$ cat config.mk
export PLATFORM = sky130hd
export DESIGN_NAME = port_link_activity_led_render_flat
export DESIGN_NICKNAME = d
export VERILOG_FILES = /design/src/hdl/plar_pkg.sv /design/src/hdl/plar_ifs.sv /design/src/hdl/plar_total_store.sv /design/src/hdl/plar_out_buf.sv /design/src/hdl/port_link_activity_led_render.sv /design/src/flat_wrapper.sv
export VERILOG_INCLUDE_DIRS = /design/src /design/src/hdl
export SDC_FILE = /design/constraint.sdc
export NUM_CORES = 2
export LEC_CHECK = 0
export BUFFER_PORTS_ARGS = -buffer_cell sky130_fd_sc_hd__buf_2
export CORE_MARGIN = 4
export CORE_UTILIZATION = 50
export CTS_BUF_LIST = sky130_fd_sc_hd__clkbuf_8 sky130_fd_sc_hd__clkbuf_16
export DETAILED_ROUTE_END_ITERATION = 12
export HOLD_SLACK_MARGIN = 0.05
export PLACE_DENSITY = 0.8
export REMOVE_ABC_BUFFERS = 1
export SLEW_MARGIN = 20
export SYNTH_ARGS = -nofsm -noshare
export SYNTH_HDL_FRONTEND = slang
export SYNTH_SLANG_ARGS = --single-unit
$ cat constraint.sdc
create_clock -name clk_i -period 6.4 [get_ports clk_i]
set_input_delay 1.28 -clock clk_i [delete_from_list [all_inputs] [get_ports clk_i]]
set_output_delay 1.28 -clock clk_i [all_outputs]
set_load 0.02 [all_outputs]
$ cat src/hdl/port_link_activity_led_render_defines.svh
// Assertion macros shared by the renderer's RTL.
`ifndef PORT_LINK_ACTIVITY_LED_RENDER_DEFINES_SVH
`define PORT_LINK_ACTIVITY_LED_RENDER_DEFINES_SVH

// The consequent must hold in the same cycle as the antecedent.
`define PLAR_ASSERT_SAME(lbl, ante, cons, msg) \
  lbl: assert property (@(posedge clk_i) disable iff (!rst_ni) (ante) |-> (cons)) \
    else $error(msg);

// The consequent must hold in the cycle after the antecedent.
`define PLAR_ASSERT_NEXT(lbl, ante, cons, msg) \
  lbl: assert property (@(posedge clk_i) disable iff (!rst_ni) (ante) |=> (cons)) \
    else $error(msg);

`endif

$ cat src/hdl/plar_pkg.sv
package plar_pkg;

  localparam int unsigned ROM_PORTS = 52;

  typedef struct packed {
    logic       present;
    logic       proc;
    logic [5:0] amber;
  } rom_entry_t;

  typedef struct packed {
    logic [63:0] w1;
    logic [63:0] w0;
  } chain_pair_t;

  localparam logic [63:0] ROM_PROC = 64'h001F_FE00_0000_01FE;

  localparam logic [5:0] ROM_AMBER [64] = '{
    6'd0,
    6'd34, 6'd32, 6'd38, 6'd36, 6'd62, 6'd60, 6'd58, 6'd56,
    6'd2,  6'd0,  6'd6,  6'd4,  6'd50, 6'd48, 6'd54, 6'd52,
    6'd46, 6'd44, 6'd42, 6'd40, 6'd62, 6'd60, 6'd58, 6'd56,
    6'd38, 6'd36, 6'd34, 6'd32, 6'd30, 6'd28, 6'd26, 6'd24,
    6'd14, 6'd8,  6'd10, 6'd12, 6'd22, 6'd20, 6'd18, 6'd16,
    6'd44, 6'd42, 6'd40, 6'd46, 6'd52, 6'd50, 6'd48, 6'd54,
    6'd26, 6'd24, 6'd30, 6'd28,
    6'd0,  6'd0,  6'd0,  6'd0,  6'd0,  6'd0,  6'd0,  6'd0,
    6'd0,  6'd0,  6'd0
  };

  function automatic rom_entry_t rom_lookup(input logic [7:0] port);
    rom_entry_t e;
    e.present = (port != 8'd0) && (port <= 8'(ROM_PORTS));
    e.proc    = e.present ? ROM_PROC[port[5:0]] : 1'b0;
    e.amber   = e.present ? ROM_AMBER[port[5:0]] : 6'd0;
    return e;
  endfunction

endpackage

$ cat src/hdl/plar_ifs.sv
interface plar_in_if;
  logic        valid;
  logic        ready;
  logic        action;
  logic [7:0]  port_number;
  logic        entry_valid;
  logic        link_up;
  logic [63:0] rx_count;
  logic [63:0] tx_count;

  modport source (output valid, action, port_number, entry_valid, link_up, rx_count,
                  tx_count, input ready);
  modport sink (input valid, action, port_number, entry_valid, link_up, rx_count,
                tx_count, output ready);
endinterface

interface plar_out_if;
  logic        valid;
  logic        ready;
  logic        processor;
  logic [63:0] chain_bits;
  logic        last;

  modport source (output valid, processor, chain_bits, last, input ready);
  modport sink (input valid, processor, chain_bits, last, output ready);
endinterface

$ cat src/hdl/plar_total_store.sv
module plar_total_store #(
  parameter int unsigned DEPTH = 53
) (
  input  logic                     clk_i,
  input  logic                     rst_ni,
  input  logic                     rd_en_i,
  input  logic [$clog2(DEPTH)-1:0] rd_addr_i,
  output logic [63:0]              rd_total_o,
  input  logic                     wr_en_i,
  input  logic [$clog2(DEPTH)-1:0] wr_addr_i,
  input  logic [63:0]              wr_data_i
);

  logic [63:0]      mem [DEPTH];
  logic [63:0]      rd_data_q;
  logic [DEPTH-1:0] vld_q;
  logic             rd_vld_q;

  always_ff @(posedge clk_i) begin
    if (wr_en_i) begin
      mem[wr_addr_i] <= wr_data_i;
    end
    if (rd_en_i) begin
      rd_data_q <= mem[rd_addr_i];
    end
  end

  // Entries never written read as zero.
  always_ff @(posedge clk_i or negedge rst_ni) begin
    if (!rst_ni) begin
      vld_q    <= '0;
      rd_vld_q <= 1'b0;
    end else begin
      if (wr_en_i) begin
        vld_q[wr_addr_i] <= 1'b1;
      end
      if (rd_en_i) begin
        rd_vld_q <= vld_q[rd_addr_i];
      end
    end
  end

  assign rd_total_o = rd_vld_q ? rd_data_q : 64'd0;

endmodule

$ cat src/hdl/plar_out_buf.sv
module plar_out_buf (
  input  logic                  clk_i,
  input  logic                  rst_ni,
  input  logic                  load_i,
  input  plar_pkg::chain_pair_t words_i,
  output logic                  empty_o,
  plar_out_if.source            chain_o
);

  logic [1:0]            cnt_q;
  logic [1:0]            cnt_d;
  plar_pkg::chain_pair_t words_q;

  always_comb begin
    cnt_d = cnt_q;
    if (load_i) begin
      cnt_d = 2'd2;
    end else if (chain_o.valid && chain_o.ready) begin
      cnt_d = cnt_q - 2'd1;
    end
  end

  always_ff @(posedge clk_i or negedge rst_ni) begin
    if (!rst_ni) begin
      cnt_q <= 2'd0;
    end else begin
      cnt_q <= cnt_d;
    end
  end

  always_ff @(posedge clk_i) begin
    if (load_i) begin
      words_q <= words_i;
    end
  end

  assign empty_o            = (cnt_q == 2'd0);
  assign chain_o.valid      = !empty_o;
  assign chain_o.last       = (cnt_q == 2'd1);
  assign chain_o.processor  = (cnt_q == 2'd1);
  assign chain_o.chain_bits = (cnt_q == 2'd2) ? words_q.w0 : words_q.w1;

endmodule

$ cat src/hdl/port_link_activity_led_render.sv
// Channel   | Dir | Beat
// ----------+-----+-----------------------------------------------------------
// report_i  | in  | port report or end-of-poll marker
// chain_o   | out | chain word, two per end-of-poll marker (processor 0, then 1)
//
// Reports are taken one per cycle while no end-of-poll marker holds report_i;
// the stored total is read in the cycle a beat is taken and compared and
// written back in the next, with a one-entry bypass. An end-of-poll marker
// that reaches the second stage while chain words of the previous marker are
// still queued holds report_i until both have left, also while chain_o stalls.
// Reset clears the stored totals through per-port valid bits at once.
`include "port_link_activity_led_render_defines.svh"

module port_link_activity_led_render #(
  parameter int unsigned MAX_PORTS   = 52,
  parameter int unsigned BLINK_POLLS = 8,
  parameter int unsigned CHAIN_BYTES = 8
) (
  input  logic       clk_i,
  input  logic       rst_ni,
  plar_in_if.sink    report_i,
  plar_out_if.source chain_o
);

  localparam int unsigned DEPTH  = MAX_PORTS + 1;
  localparam int unsigned ADDR_W = $clog2(DEPTH);
  localparam int unsigned SUB_W  = $clog2(BLINK_POLLS + 1);
  localparam logic [63:0] CHAIN_MASK = {64{1'b1}} >> (64 - 8 * CHAIN_BYTES);

  logic              s1_valid_q;
  logic              s1_action_q;
  logic              s1_hit_q;
  logic [7:0]        s1_port_q;
  logic [63:0]       s1_total_q;
  logic              fwd_valid_q;
  logic [ADDR_W-1:0] fwd_addr_q;
  logic [63:0]       fwd_total_q;
  logic [63:0]       chain_q [2];
  logic [63:0]       chain_d [2];
  logic [31:0]       poll_q;
  logic [SUB_W-1:0]  sub_q;
  logic              phase_q;

  logic                  buf_empty;
  logic                  s1_go;
  logic                  in_acc;
  logic                  in_hit;
  logic                  marker_go;
  logic                  wr_en;
  logic [ADDR_W-1:0]     s1_addr;
  logic [63:0]           rd_total;
  logic [63:0]           prev_total;
  logic                  active;
  plar_pkg::rom_entry_t  rom;
  logic [5:0]            green;
  plar_pkg::chain_pair_t load_words;

  assign s1_go          = !s1_valid_q || !s1_action_q || buf_empty;
  assign report_i.ready = s1_go;
  assign in_acc         = report_i.valid && s1_go;
  assign in_hit         = !report_i.action && report_i.entry_valid && report_i.link_up &&
                          (report_i.port_number != 8'd0) &&
                          (report_i.port_number <= 8'(MAX_PORTS));

  assign s1_addr    = s1_port_q[ADDR_W-1:0];
  assign marker_go  = s1_valid_q && s1_action_q && buf_empty;
  assign wr_en      = s1_valid_q && !s1_action_q && s1_hit_q;
  assign prev_total = (fwd_valid_q && (fwd_addr_q == s1_addr)) ? fwd_total_q : rd_total;
  assign active     = (s1_total_q != prev_total);
  assign rom        = plar_pkg::rom_lookup(s1_port_q);
  assign green      = rom.amber + 6'd1;

  always_comb begin
    chain_d[0] = chain_q[0];
    chain_d[1] = chain_q[1];
    if (marker_go) begin
      chain_d[0] = 64'd0;
      chain_d[1] = 64'd0;
    end else if (wr_en && rom.present && !(active && phase_q)) begin
      chain_d[rom.proc] = chain_q[rom.proc] | (64'd1 << green);
    end
  end

  assign load_words.w0 = chain_q[0] & CHAIN_MASK;
  assign load_words.w1 = chain_q[1] & CHAIN_MASK;

  always_ff @(posedge clk_i or negedge rst_ni) begin
    if (!rst_ni) begin
      s1_valid_q  <= 1'b0;
      fwd_valid_q <= 1'b0;
      chain_q[0]  <= 64'd0;
      chain_q[1]  <= 64'd0;
      poll_q      <= 32'd0;
      sub_q       <= '0;
      phase_q     <= 1'b0;
    end else begin
      if (s1_go) begin
        s1_valid_q <= in_acc;
      end
      fwd_valid_q <= wr_en;
      chain_q[0]  <= chain_d[0];
      chain_q[1]  <= chain_d[1];
      if (marker_go) begin
        poll_q <= poll_q + 32'd1;
        if (poll_q == {32{1'b1}}) begin
          sub_q   <= '0;
          phase_q <= 1'b0;
        end else if (sub_q == SUB_W'(BLINK_POLLS - 1)) begin
          sub_q   <= '0;
          phase_q <= !phase_q;
        end else begin
          sub_q <= sub_q + SUB_W'(1);
        end
      end
    end
  end

  always_ff @(posedge clk_i) begin
    if (in_acc) begin
      s1_action_q <= report_i.action;
      s1_hit_q    <= in_hit;
      s1_port_q   <= report_i.port_number;
      s1_total_q  <= report_i.rx_count + report_i.tx_count;
    end
    if (wr_en) begin
      fwd_addr_q  <= s1_addr;
      fwd_total_q <= s1_total_q;
    end
  end

  plar_total_store #(
    .DEPTH (DEPTH)
  ) u_store (
    .clk_i      (clk_i),
    .rst_ni     (rst_ni),
    .rd_en_i    (in_acc && in_hit),
    .rd_addr_i  (report_i.port_number[ADDR_W-1:0]),
    .rd_total_o (rd_total),
    .wr_en_i    (wr_en),
    .wr_addr_i  (s1_addr),
    .wr_data_i  (s1_total_q)
  );

  plar_out_buf u_out_buf (
    .clk_i   (clk_i),
    .rst_ni  (rst_ni),
    .load_i  (marker_go),
    .words_i (load_words),
    .empty_o (buf_empty),
    .chain_o (chain_o)
  );

  `PLAR_ASSERT_SAME(a_stall_only_on_marker, !report_i.ready, s1_valid_q && s1_action_q,
                    "report_i held without a pending marker")
  `PLAR_ASSERT_SAME(a_load_into_empty, marker_go, !chain_o.valid,
                    "chain words loaded over undelivered beats")
  `PLAR_ASSERT_NEXT(a_chain_cleared, marker_go, chain_q[0] == 64'd0 && chain_q[1] == 64'd0,
                    "chain words not cleared after end of poll")
  `PLAR_ASSERT_NEXT(a_poll_advance, marker_go, poll_q == $past(poll_q) + 32'd1,
                    "poll counter did not advance on end of poll")

endmodule

$ cat src/flat_wrapper.sv
// flat-port wrapper written by rule: the top's interface ports become plain ports
module port_link_activity_led_render_flat 
#(
  parameter int unsigned MAX_PORTS   = 52,
  parameter int unsigned BLINK_POLLS = 8,
  parameter int unsigned CHAIN_BYTES = 8
)
  (clk_i, rst_ni, report_i_valid, report_i_action, report_i_port_number, report_i_entry_valid, report_i_link_up, report_i_rx_count, report_i_tx_count, report_i_ready, chain_o_valid, chain_o_processor, chain_o_chain_bits, chain_o_last, chain_o_ready);
  plar_in_if report_i_i ();
  plar_out_if chain_o_i ();
  input  logic clk_i;
  input  logic rst_ni;
  input wire logic [$bits(report_i_i.valid)-1:0] report_i_valid;
  input wire logic [$bits(report_i_i.action)-1:0] report_i_action;
  input wire logic [$bits(report_i_i.port_number)-1:0] report_i_port_number;
  input wire logic [$bits(report_i_i.entry_valid)-1:0] report_i_entry_valid;
  input wire logic [$bits(report_i_i.link_up)-1:0] report_i_link_up;
  input wire logic [$bits(report_i_i.rx_count)-1:0] report_i_rx_count;
  input wire logic [$bits(report_i_i.tx_count)-1:0] report_i_tx_count;
  output wire logic [$bits(report_i_i.ready)-1:0] report_i_ready;
  output wire logic [$bits(chain_o_i.valid)-1:0] chain_o_valid;
  output wire logic [$bits(chain_o_i.processor)-1:0] chain_o_processor;
  output wire logic [$bits(chain_o_i.chain_bits)-1:0] chain_o_chain_bits;
  output wire logic [$bits(chain_o_i.last)-1:0] chain_o_last;
  input wire logic [$bits(chain_o_i.ready)-1:0] chain_o_ready;
  assign report_i_i.valid = report_i_valid;
  assign report_i_i.action = report_i_action;
  assign report_i_i.port_number = report_i_port_number;
  assign report_i_i.entry_valid = report_i_entry_valid;
  assign report_i_i.link_up = report_i_link_up;
  assign report_i_i.rx_count = report_i_rx_count;
  assign report_i_i.tx_count = report_i_tx_count;
  assign report_i_ready = report_i_i.ready;
  assign chain_o_valid = chain_o_i.valid;
  assign chain_o_processor = chain_o_i.processor;
  assign chain_o_chain_bits = chain_o_i.chain_bits;
  assign chain_o_last = chain_o_i.last;
  assign chain_o_i.ready = chain_o_ready;
  port_link_activity_led_render #(.MAX_PORTS(MAX_PORTS), .BLINK_POLLS(BLINK_POLLS), .CHAIN_BYTES(CHAIN_BYTES)) u_core (.clk_i(clk_i), .rst_ni(rst_ni), .report_i(report_i_i), .chain_o(chain_o_i));
endmodule
After elaboration in Yosys (flattened, before gate mapping)
Memories as Yosys holds them, arrays and structs flattened. A register that Yosys moved wholly into a read port is not among the register bits.
Cells that the tools add are included.

word-level totals
  memories kept = 3
  input port bits = 143
  word-level logic and storage cells = 107
  ROM bits = 448
  latch bits = 0
  bits in writable memories = 3392
  output and inout port bits = 68
  register bits = 495

operators by class
  multipliers = 0
  $add $sub $neg = 5
  div/mod/pow operators = 0
  mux-type cells = 29
  bitwise gates (word level) = 4
  equality and inequality tests = 6
  order comparisons = 8
  reduce and logical (&&, ||, !) cells = 33
  shift-type cells = 1

memory list
  memory              words  bits a word  rd ports  clocked after memory_dff  wr ports  line                    text
  u_core.u_store.mem  53     64           1         1                         1         plar_total_store.sv:14  logic [63:0] mem [DEPTH];
  (no name shown)     64     6            1         0                         0         plar_pkg.sv:35          e.amber = e.present ? ROM_AMBER[port[5:0]] : 6'd0;
  (no name shown)     64     1            1         1                         0         plar_pkg.sv:34          e.proc = e.present ? ROM_PROC[port[5:0]] : 1'b0;

operators with widths
  operator                                                         number
  two-way mux 64 bit                                               7
  two-way mux 128 bit                                              2
  bitwise mux 128 bit                                              1
  adder 64 bit                                                     1
  demux 64 bit (select 1 bit)                                      1
  != test 64 bit                                                   1
  bitwise OR 64 bit                                                1
  << shifter 1 x 6 -> 64 bit (first input constant)                1
  bitwise OR 53 bit                                                1
  adder 32 x 1 -> 32 bit (second input constant)                   1
  == test 32 bit (second input constant)                           1
  two-way mux 6 bit                                                4
  logical AND 1 bit                                                18
  less-or-equal comparator 8 x 6 -> 1 bit (second input constant)  2
  nonzero test 8 bit                                               2
  less-than comparator 6 x 7 -> 1 bit (second input constant)      2
  two-way mux 1 bit                                                8
  two-way mux 4 bit                                                2
  greater-or-equal comparator 7 bit (second input constant)        1
  NOT 6 -> 7 bit                                                   1
  adder 6 x 1 -> 6 bit (second input constant)                     1
  binary-select mux 1 bit (select 6 bit)                           1
  demux 1 bit (select 6 bit)                                       1
  == test 6 bit                                                    1
  15 further kinds                                                 24

Depth between registers and ports, before layout
  depth in word-level cells = 11
  gate-level depth with buffers = 13
  depth with buffers taken out = 12

Modules after synthesis
Synthesis repeated with hierarchy kept, for this count alone.

unflattened totals
  cell total of the unflattened synthesis = 7811
  area, all modules = 156136.0 µm²

by module, submodules not included
  module                         cells each  times used  area an instance (µm²)
  plar_total_store               5925        1           133558.1
  port_link_activity_led_render  1671        1           17503.0
  plar_out_buf                   215         1           5074.9

Worst setup path before layout
No wires, ideal clock.

  path type = reg-to-reg
  from = reg u_core.s1_action_q
  to = mem u_core.u_store.mem[42][0], enable pin
  path buffers = 0
  slack = 414 ps
  required time = 5913 ps
  library setup time = 487 ps
  cell stages (with the launch flop) = 5
  arrival time = 5499 ps
  cells stage by stage = edfxtp_1 -> or2_2 -> inv_1 -> nand3_1 -> nor2_1

on the way
  word-level cells in the longest chain between the ends = 5

ends and longest elaborated chain
  element                                  line                                  text
  start: declaration                       port_link_activity_led_render.sv:31   logic s1_action_q;
  start signal: assignment                 port_link_activity_led_render.sv:120  s1_action_q <= report_i.action;
  zero test 1 bit                          port_link_activity_led_render.sv:67   assign wr_en = s1_valid_q && !s1_action_q && s1_hit_q;
  logical AND 1 bit (2 in series)          port_link_activity_led_render.sv:67
  net u_core.u_store.wr_en_i               plar_total_store.sv:9                 input logic wr_en_i,
  two-way mux 1 bit                        plar_total_store.sv:20                if (wr_en_i) begin
  two-way mux 1 bit (implied by the code)  plar_total_store.sv:21                mem[wr_addr_i] <= wr_data_i;
  end: declaration                         plar_total_store.sv:14

The timed path passes the listed nets, and every way through them passes these cells.

Final worst setup path
  from = reg u_core.s1_port_q[5]
  to = reg u_core.chain_q[9] (netlist bit)

on the way
  word-level cells in the longest chain between the ends = 11
  elaborated cells on any way between the ends = 33
  classes of those cells = add/sub (1); order compare (3); eq/ne (2); shift (1); mux (13); bitwise (3); reduce/logical (9); memory (1)

ends and longest elaborated chain
  element                                                                              line                                                 text
  start: declaration                                                                   port_link_activity_led_render.sv:33                  logic [7:0] s1_port_q;
  start signal: assignment                                                             port_link_activity_led_render.sv:122                 s1_port_q <= report_i.port_number;
  NOT 6 -> 7 bit (implied by the code) (tied with other cells)                         plar_pkg.sv:35
  memory read (64 x 6 bit) / logical AND 1 bit (equally long branches)                 -
  two-way mux 6 bit (implied by the code) / two-way mux 1 bit (equally long branches)  plar_pkg.sv:35, plar_pkg.sv:34
  two-way mux 6 bit (implied by the code) / NOT 1 -> 2 bit (equally long branches)     plar_pkg.sv:35, port_link_activity_led_render.sv:80
  two-way mux 6 bit (tied with other cells)                                            plar_pkg.sv:35
  adder 6 x 1 -> 6 bit (tied with other cells)                                         port_link_activity_led_render.sv:71                  assign green = rom.amber + 6'd1;
  << shifter 1 x 6 -> 64 bit / two-way mux 64 bit (equally long branches)              port_link_activity_led_render.sv:80                  chain_d[rom.proc] = chain_q[rom.proc] | (64'd1 << green);
  bitwise OR 64 bit / demux 64 bit (select 1 bit) (equally long branches)              port_link_activity_led_render.sv:80
  bitwise mux 128 bit                                                                  port_link_activity_led_render.sv:80
  two-way mux 128 bit                                                                  port_link_activity_led_render.sv:79                  end else if (wr_en && rom.present && !(active && phase_q)) begin
  two-way mux 128 bit                                                                  port_link_activity_led_render.sv:76                  if (marker_go) begin
  end: declaration                                                                     port_link_activity_led_render.sv:38                  logic [63:0] chain_q [2];

Several ways; a longest one is shown, not always the timed one. The select of a mux whose other input is x is not followed.
A chain may end at the register's enable or synchronous reset.

==> impl_metrics.yaml <==
outcome:
  status: "completed"
cts:
  cts_tree: "yes"
  clock-sinks: 3952
  clk_path_buf_depth: 4
  postCtsResizedCells: 0
  cts_buffers: 390
  clk_pin_slew_worst_paths_ns: 0.06
  cts_root_buffer: "clkbuf_16"
  post_cts_buffers: 0
  h-tree-depth: 5
  clk_latency_ns: 1.00
  holdBufCountCts: 0
floorplanning:
  die_h_um: 565
  die_area_um2: 319000
  initial_core_util_pct: 50.3
  die_width_um: 565
  io_pins: 211
  num_rows: 204
  coreArea_um2: 309000
logic_synthesis:
  synthTopCellsByArea: "edfxtp_1 (72%), mux4_2 (16%), dfrtp_1 (3.6%)"
  synthTopCellsByCount: "edfxtp_1 (3728), mux4_2 (1105), clkbuf_1 (260), dfrtp_1 (223), nand2_1 (186)"
  synth_area_per_cell_um2: 22.0
  yosysWarningCount: 0
  synth.top_cell.area_share_pct: 72.1
  synth_edf_count: 3728
  synth-seq-cells: 3952
  ys_types: 89
  synthCells: 7069
  seq_area_frac_synth_pct: 75.7
  async_reset_ff_share_pct: 5.64
  netlist_area_um2: 155000
  synth.most_common_cell: "edfxtp_1"
  synth_ff_type: "edfxtp_1"
  yosysTopAreaCell: "edfxtp_1"
timing:
  slew_headroom_pct: 17.7
  worst_slew_pin_slew_ns: 1.23
  max_freq_ghz: 0.180
  slew_viol_final: 0
  setup_viol: 0
  grt_setup_unrepaired: "no"
  final_hold_viol_count: 0
  tns_ns: 0
  fin_crit_sh_pct: 86.6
  holdWs_ns: 0.307
  period_needed_ns: 5.54
  fin_worst_skew_ns: 0.0916
global_routing:
  grt_util_all_layers_pct: 28.9
  grt_pass1_wl_mm: 646
  grt_pass1_vias: 82696
  antenna_found_initial: 24
  overflow: 0
  grt_max_degree: 108
setup_path:
  critPathSlowestCell: "edfxtp_1"
  worstSetupStartpointType: "flip-flop"
  cp_num_buf_inv: 0
  cp-end-kind: "flip-flop"
  cp_top_family: "simple AND/OR/NAND/NOR gates"
  cp_cell_sequence: "xnor2_4, nand4_2, nor2_4, nand4_1, a221o_1, or4_1, nor4_2, o21ba_2, o32ai_1"
  slowest_delay_ns: 1.02
  path_class: "flip-flop to flip-flop"
  arrival_ns: 6.34
  cp_max_fo: 32
  required_ns: 7.20
final_layout:
  nNetsFinal: 7787
  area_growth_syn_to_layout_pct: 13.1
  finish.utilization_pct: 56.9
  drive_above_1_share_pct: 30.2
  fillers: 21192
placement:
  port_buffers: 210
  dp_hpwl_mm: 240
  gp_congestion: 0.950
detailed_routing:
  post_drt_wl_per_cell_um: 38.7
  drt_iter0_markers: 14904
  viasPerCell: 6.92
  totalWireLength_mm: 464
  drtPass1Iterations: 9
  ant_nets: 0
  drc: 0
  vias: 82976
run:
  cap_violations: 0
pwr:
  p_leak_nw: 57.2
  ir_drop_mv: 0.313
  cellPowerDensity_nw_per_um2: 328
hold_path:
  hold_class: "input pin to asynchronous set/reset pin"
## cells in the final DEF, fill, tap and decap left out, types with 33 or more instances in the layout
cell / netlist / layout
mux4_2: 1105 / 1105
xor2_1: 49 / 49
o221ai_1: 39 / 39
o32ai_1: 33 / 33
nor2_1: 118 / 64
clkinv_1: 0 / 78
a21oi_1: 93 / 93
clkinv_2: 0 / 61
or2_2: 62 / 62
inv_1: 124 / 195
nand4_1: 38 / 38
mux2_2: 130 / 130
ha_1: 76 / 75
xnor2_1: 75 / 75
edfxtp_1: 3728 / 3728
o21ai_0: 58 / 57
a21o_1: 41 / 41
buf_4: 7 / 181
and2_1: 72 / 71
clkbuf_16: 0 / 401
nor2_4: 1 / 54
dfrtp_1: 223 / 222
buf_2: 14 / 203
buf_12: 1 / 67
nand2_1: 186 / 185
nand3_1: 44 / 43
## stage by stage
step | setup slack, ns | total power [W] | std cells | cell area [um2]
floorplan | -0.797 | 0.0331 | 6715 | 154000
global placement | 0.675 | 0.0352 | 11287 | 163000
CTS | 1.11 | 0.0575 | 11979 | 175000
finish | 0.856 | 0.0575 | 11996 | 176000
detailed placement | 0.734 | 0.0354 | 11290 | 163000
global route | 0.789 | 0.0591 | 11987 | 176000
## cells by family after synthesis
| group | share of synthesized area, % |
|---|---|
| DFF | 75.7 |
| muxes | 17.0 |
| and+or+nand+nor | 2.32 |
| AOI/OAI and AO/OA | 2.30 |
| buffers and inverters | 1.24 |
| xor gates and xnor gates | 0.756 |
| adders and majority gates | 0.626 |
## per-layer routing
metal	GRT usage [%]	vias up	share of wire, %	routed length [um]
li1	-	30721	-	-
met1	36.6	42768	32	147000
met2	44.6	7843	47	219000
met3	8.02	1638	14	63600
met4	17.7	6	7.5	34800
met5	0	-	0.0097	45
## power by group
part           total (W)  internal, W  switching (W)  leakage, nW
Clock             0.0224       0.0127        0.00973         6.31
Sequential        0.0299       0.0296       0.000337         36.8
Combinational    0.00515      0.00167        0.00348         14.1
## flip-flops by register name, indices dropped and copies added, names as in the netlist, named ones only
signal                    count
u_core.fwd_addr_q             6
u_core.poll_q                32
u_core.u_store.mem         3392
u_core.s1_total_q            64
u_core.s1_port_q              8
u_core.s1_valid_q             1
u_core.s1_hit_q               1
u_core.s1_action_q            1
u_core.u_store.vld_q         53
u_core.sub_q                  4
u_core.chain_q              128
u_core.phase_q                1
u_core.u_out_buf.cnt_q        2
u_core.fwd_total_q           64
u_core.fwd_valid_q            1
u_core.u_out_buf.words_q    128
u_core.u_store.rd_data_q     64
u_core.u_store.rd_vld_q       1
## final timing paths
| path | start | end | slack, ns | cells after the start |
|---|---|---|---|---|
| max in group asynchronous | rst_ni | u_core.chain_q[65] | 4.81 | 2 |
| hold reg to reg | u_core.chain_q[86] | u_core.u_out_buf.words_q[22] | 0.43 | 0 |
| setup reg to reg | u_core.s1_port_q[5] | u_core.chain_q[9] | 0.86 | 9 |
| hold / removal | rst_ni | u_core.s1_valid_q | 0.31 | 1 |
| setup / recovery | u_core.s1_port_q[5] | u_core.chain_q[9] | 0.86 | 9 |
| min in group clk_i | u_core.chain_q[86] | u_core.u_out_buf.words_q[22] | 0.43 | 0 |
## area by class of cell
class	instances	area [um2]	share of cell area (%)
multi-input cells	2639	36200	20.6
inverters	124	474	0.270
repair buffers	460	3900	2.22
well taps	4120	5150	2.94
clock inverters	279	2170	1.23
clock buffers	410	10200	5.79
flip-flops and latches	3952	118000	66.9
diodes	12	30.0	0.0171
No activity file was read; power rests on OpenSTA's default activity.
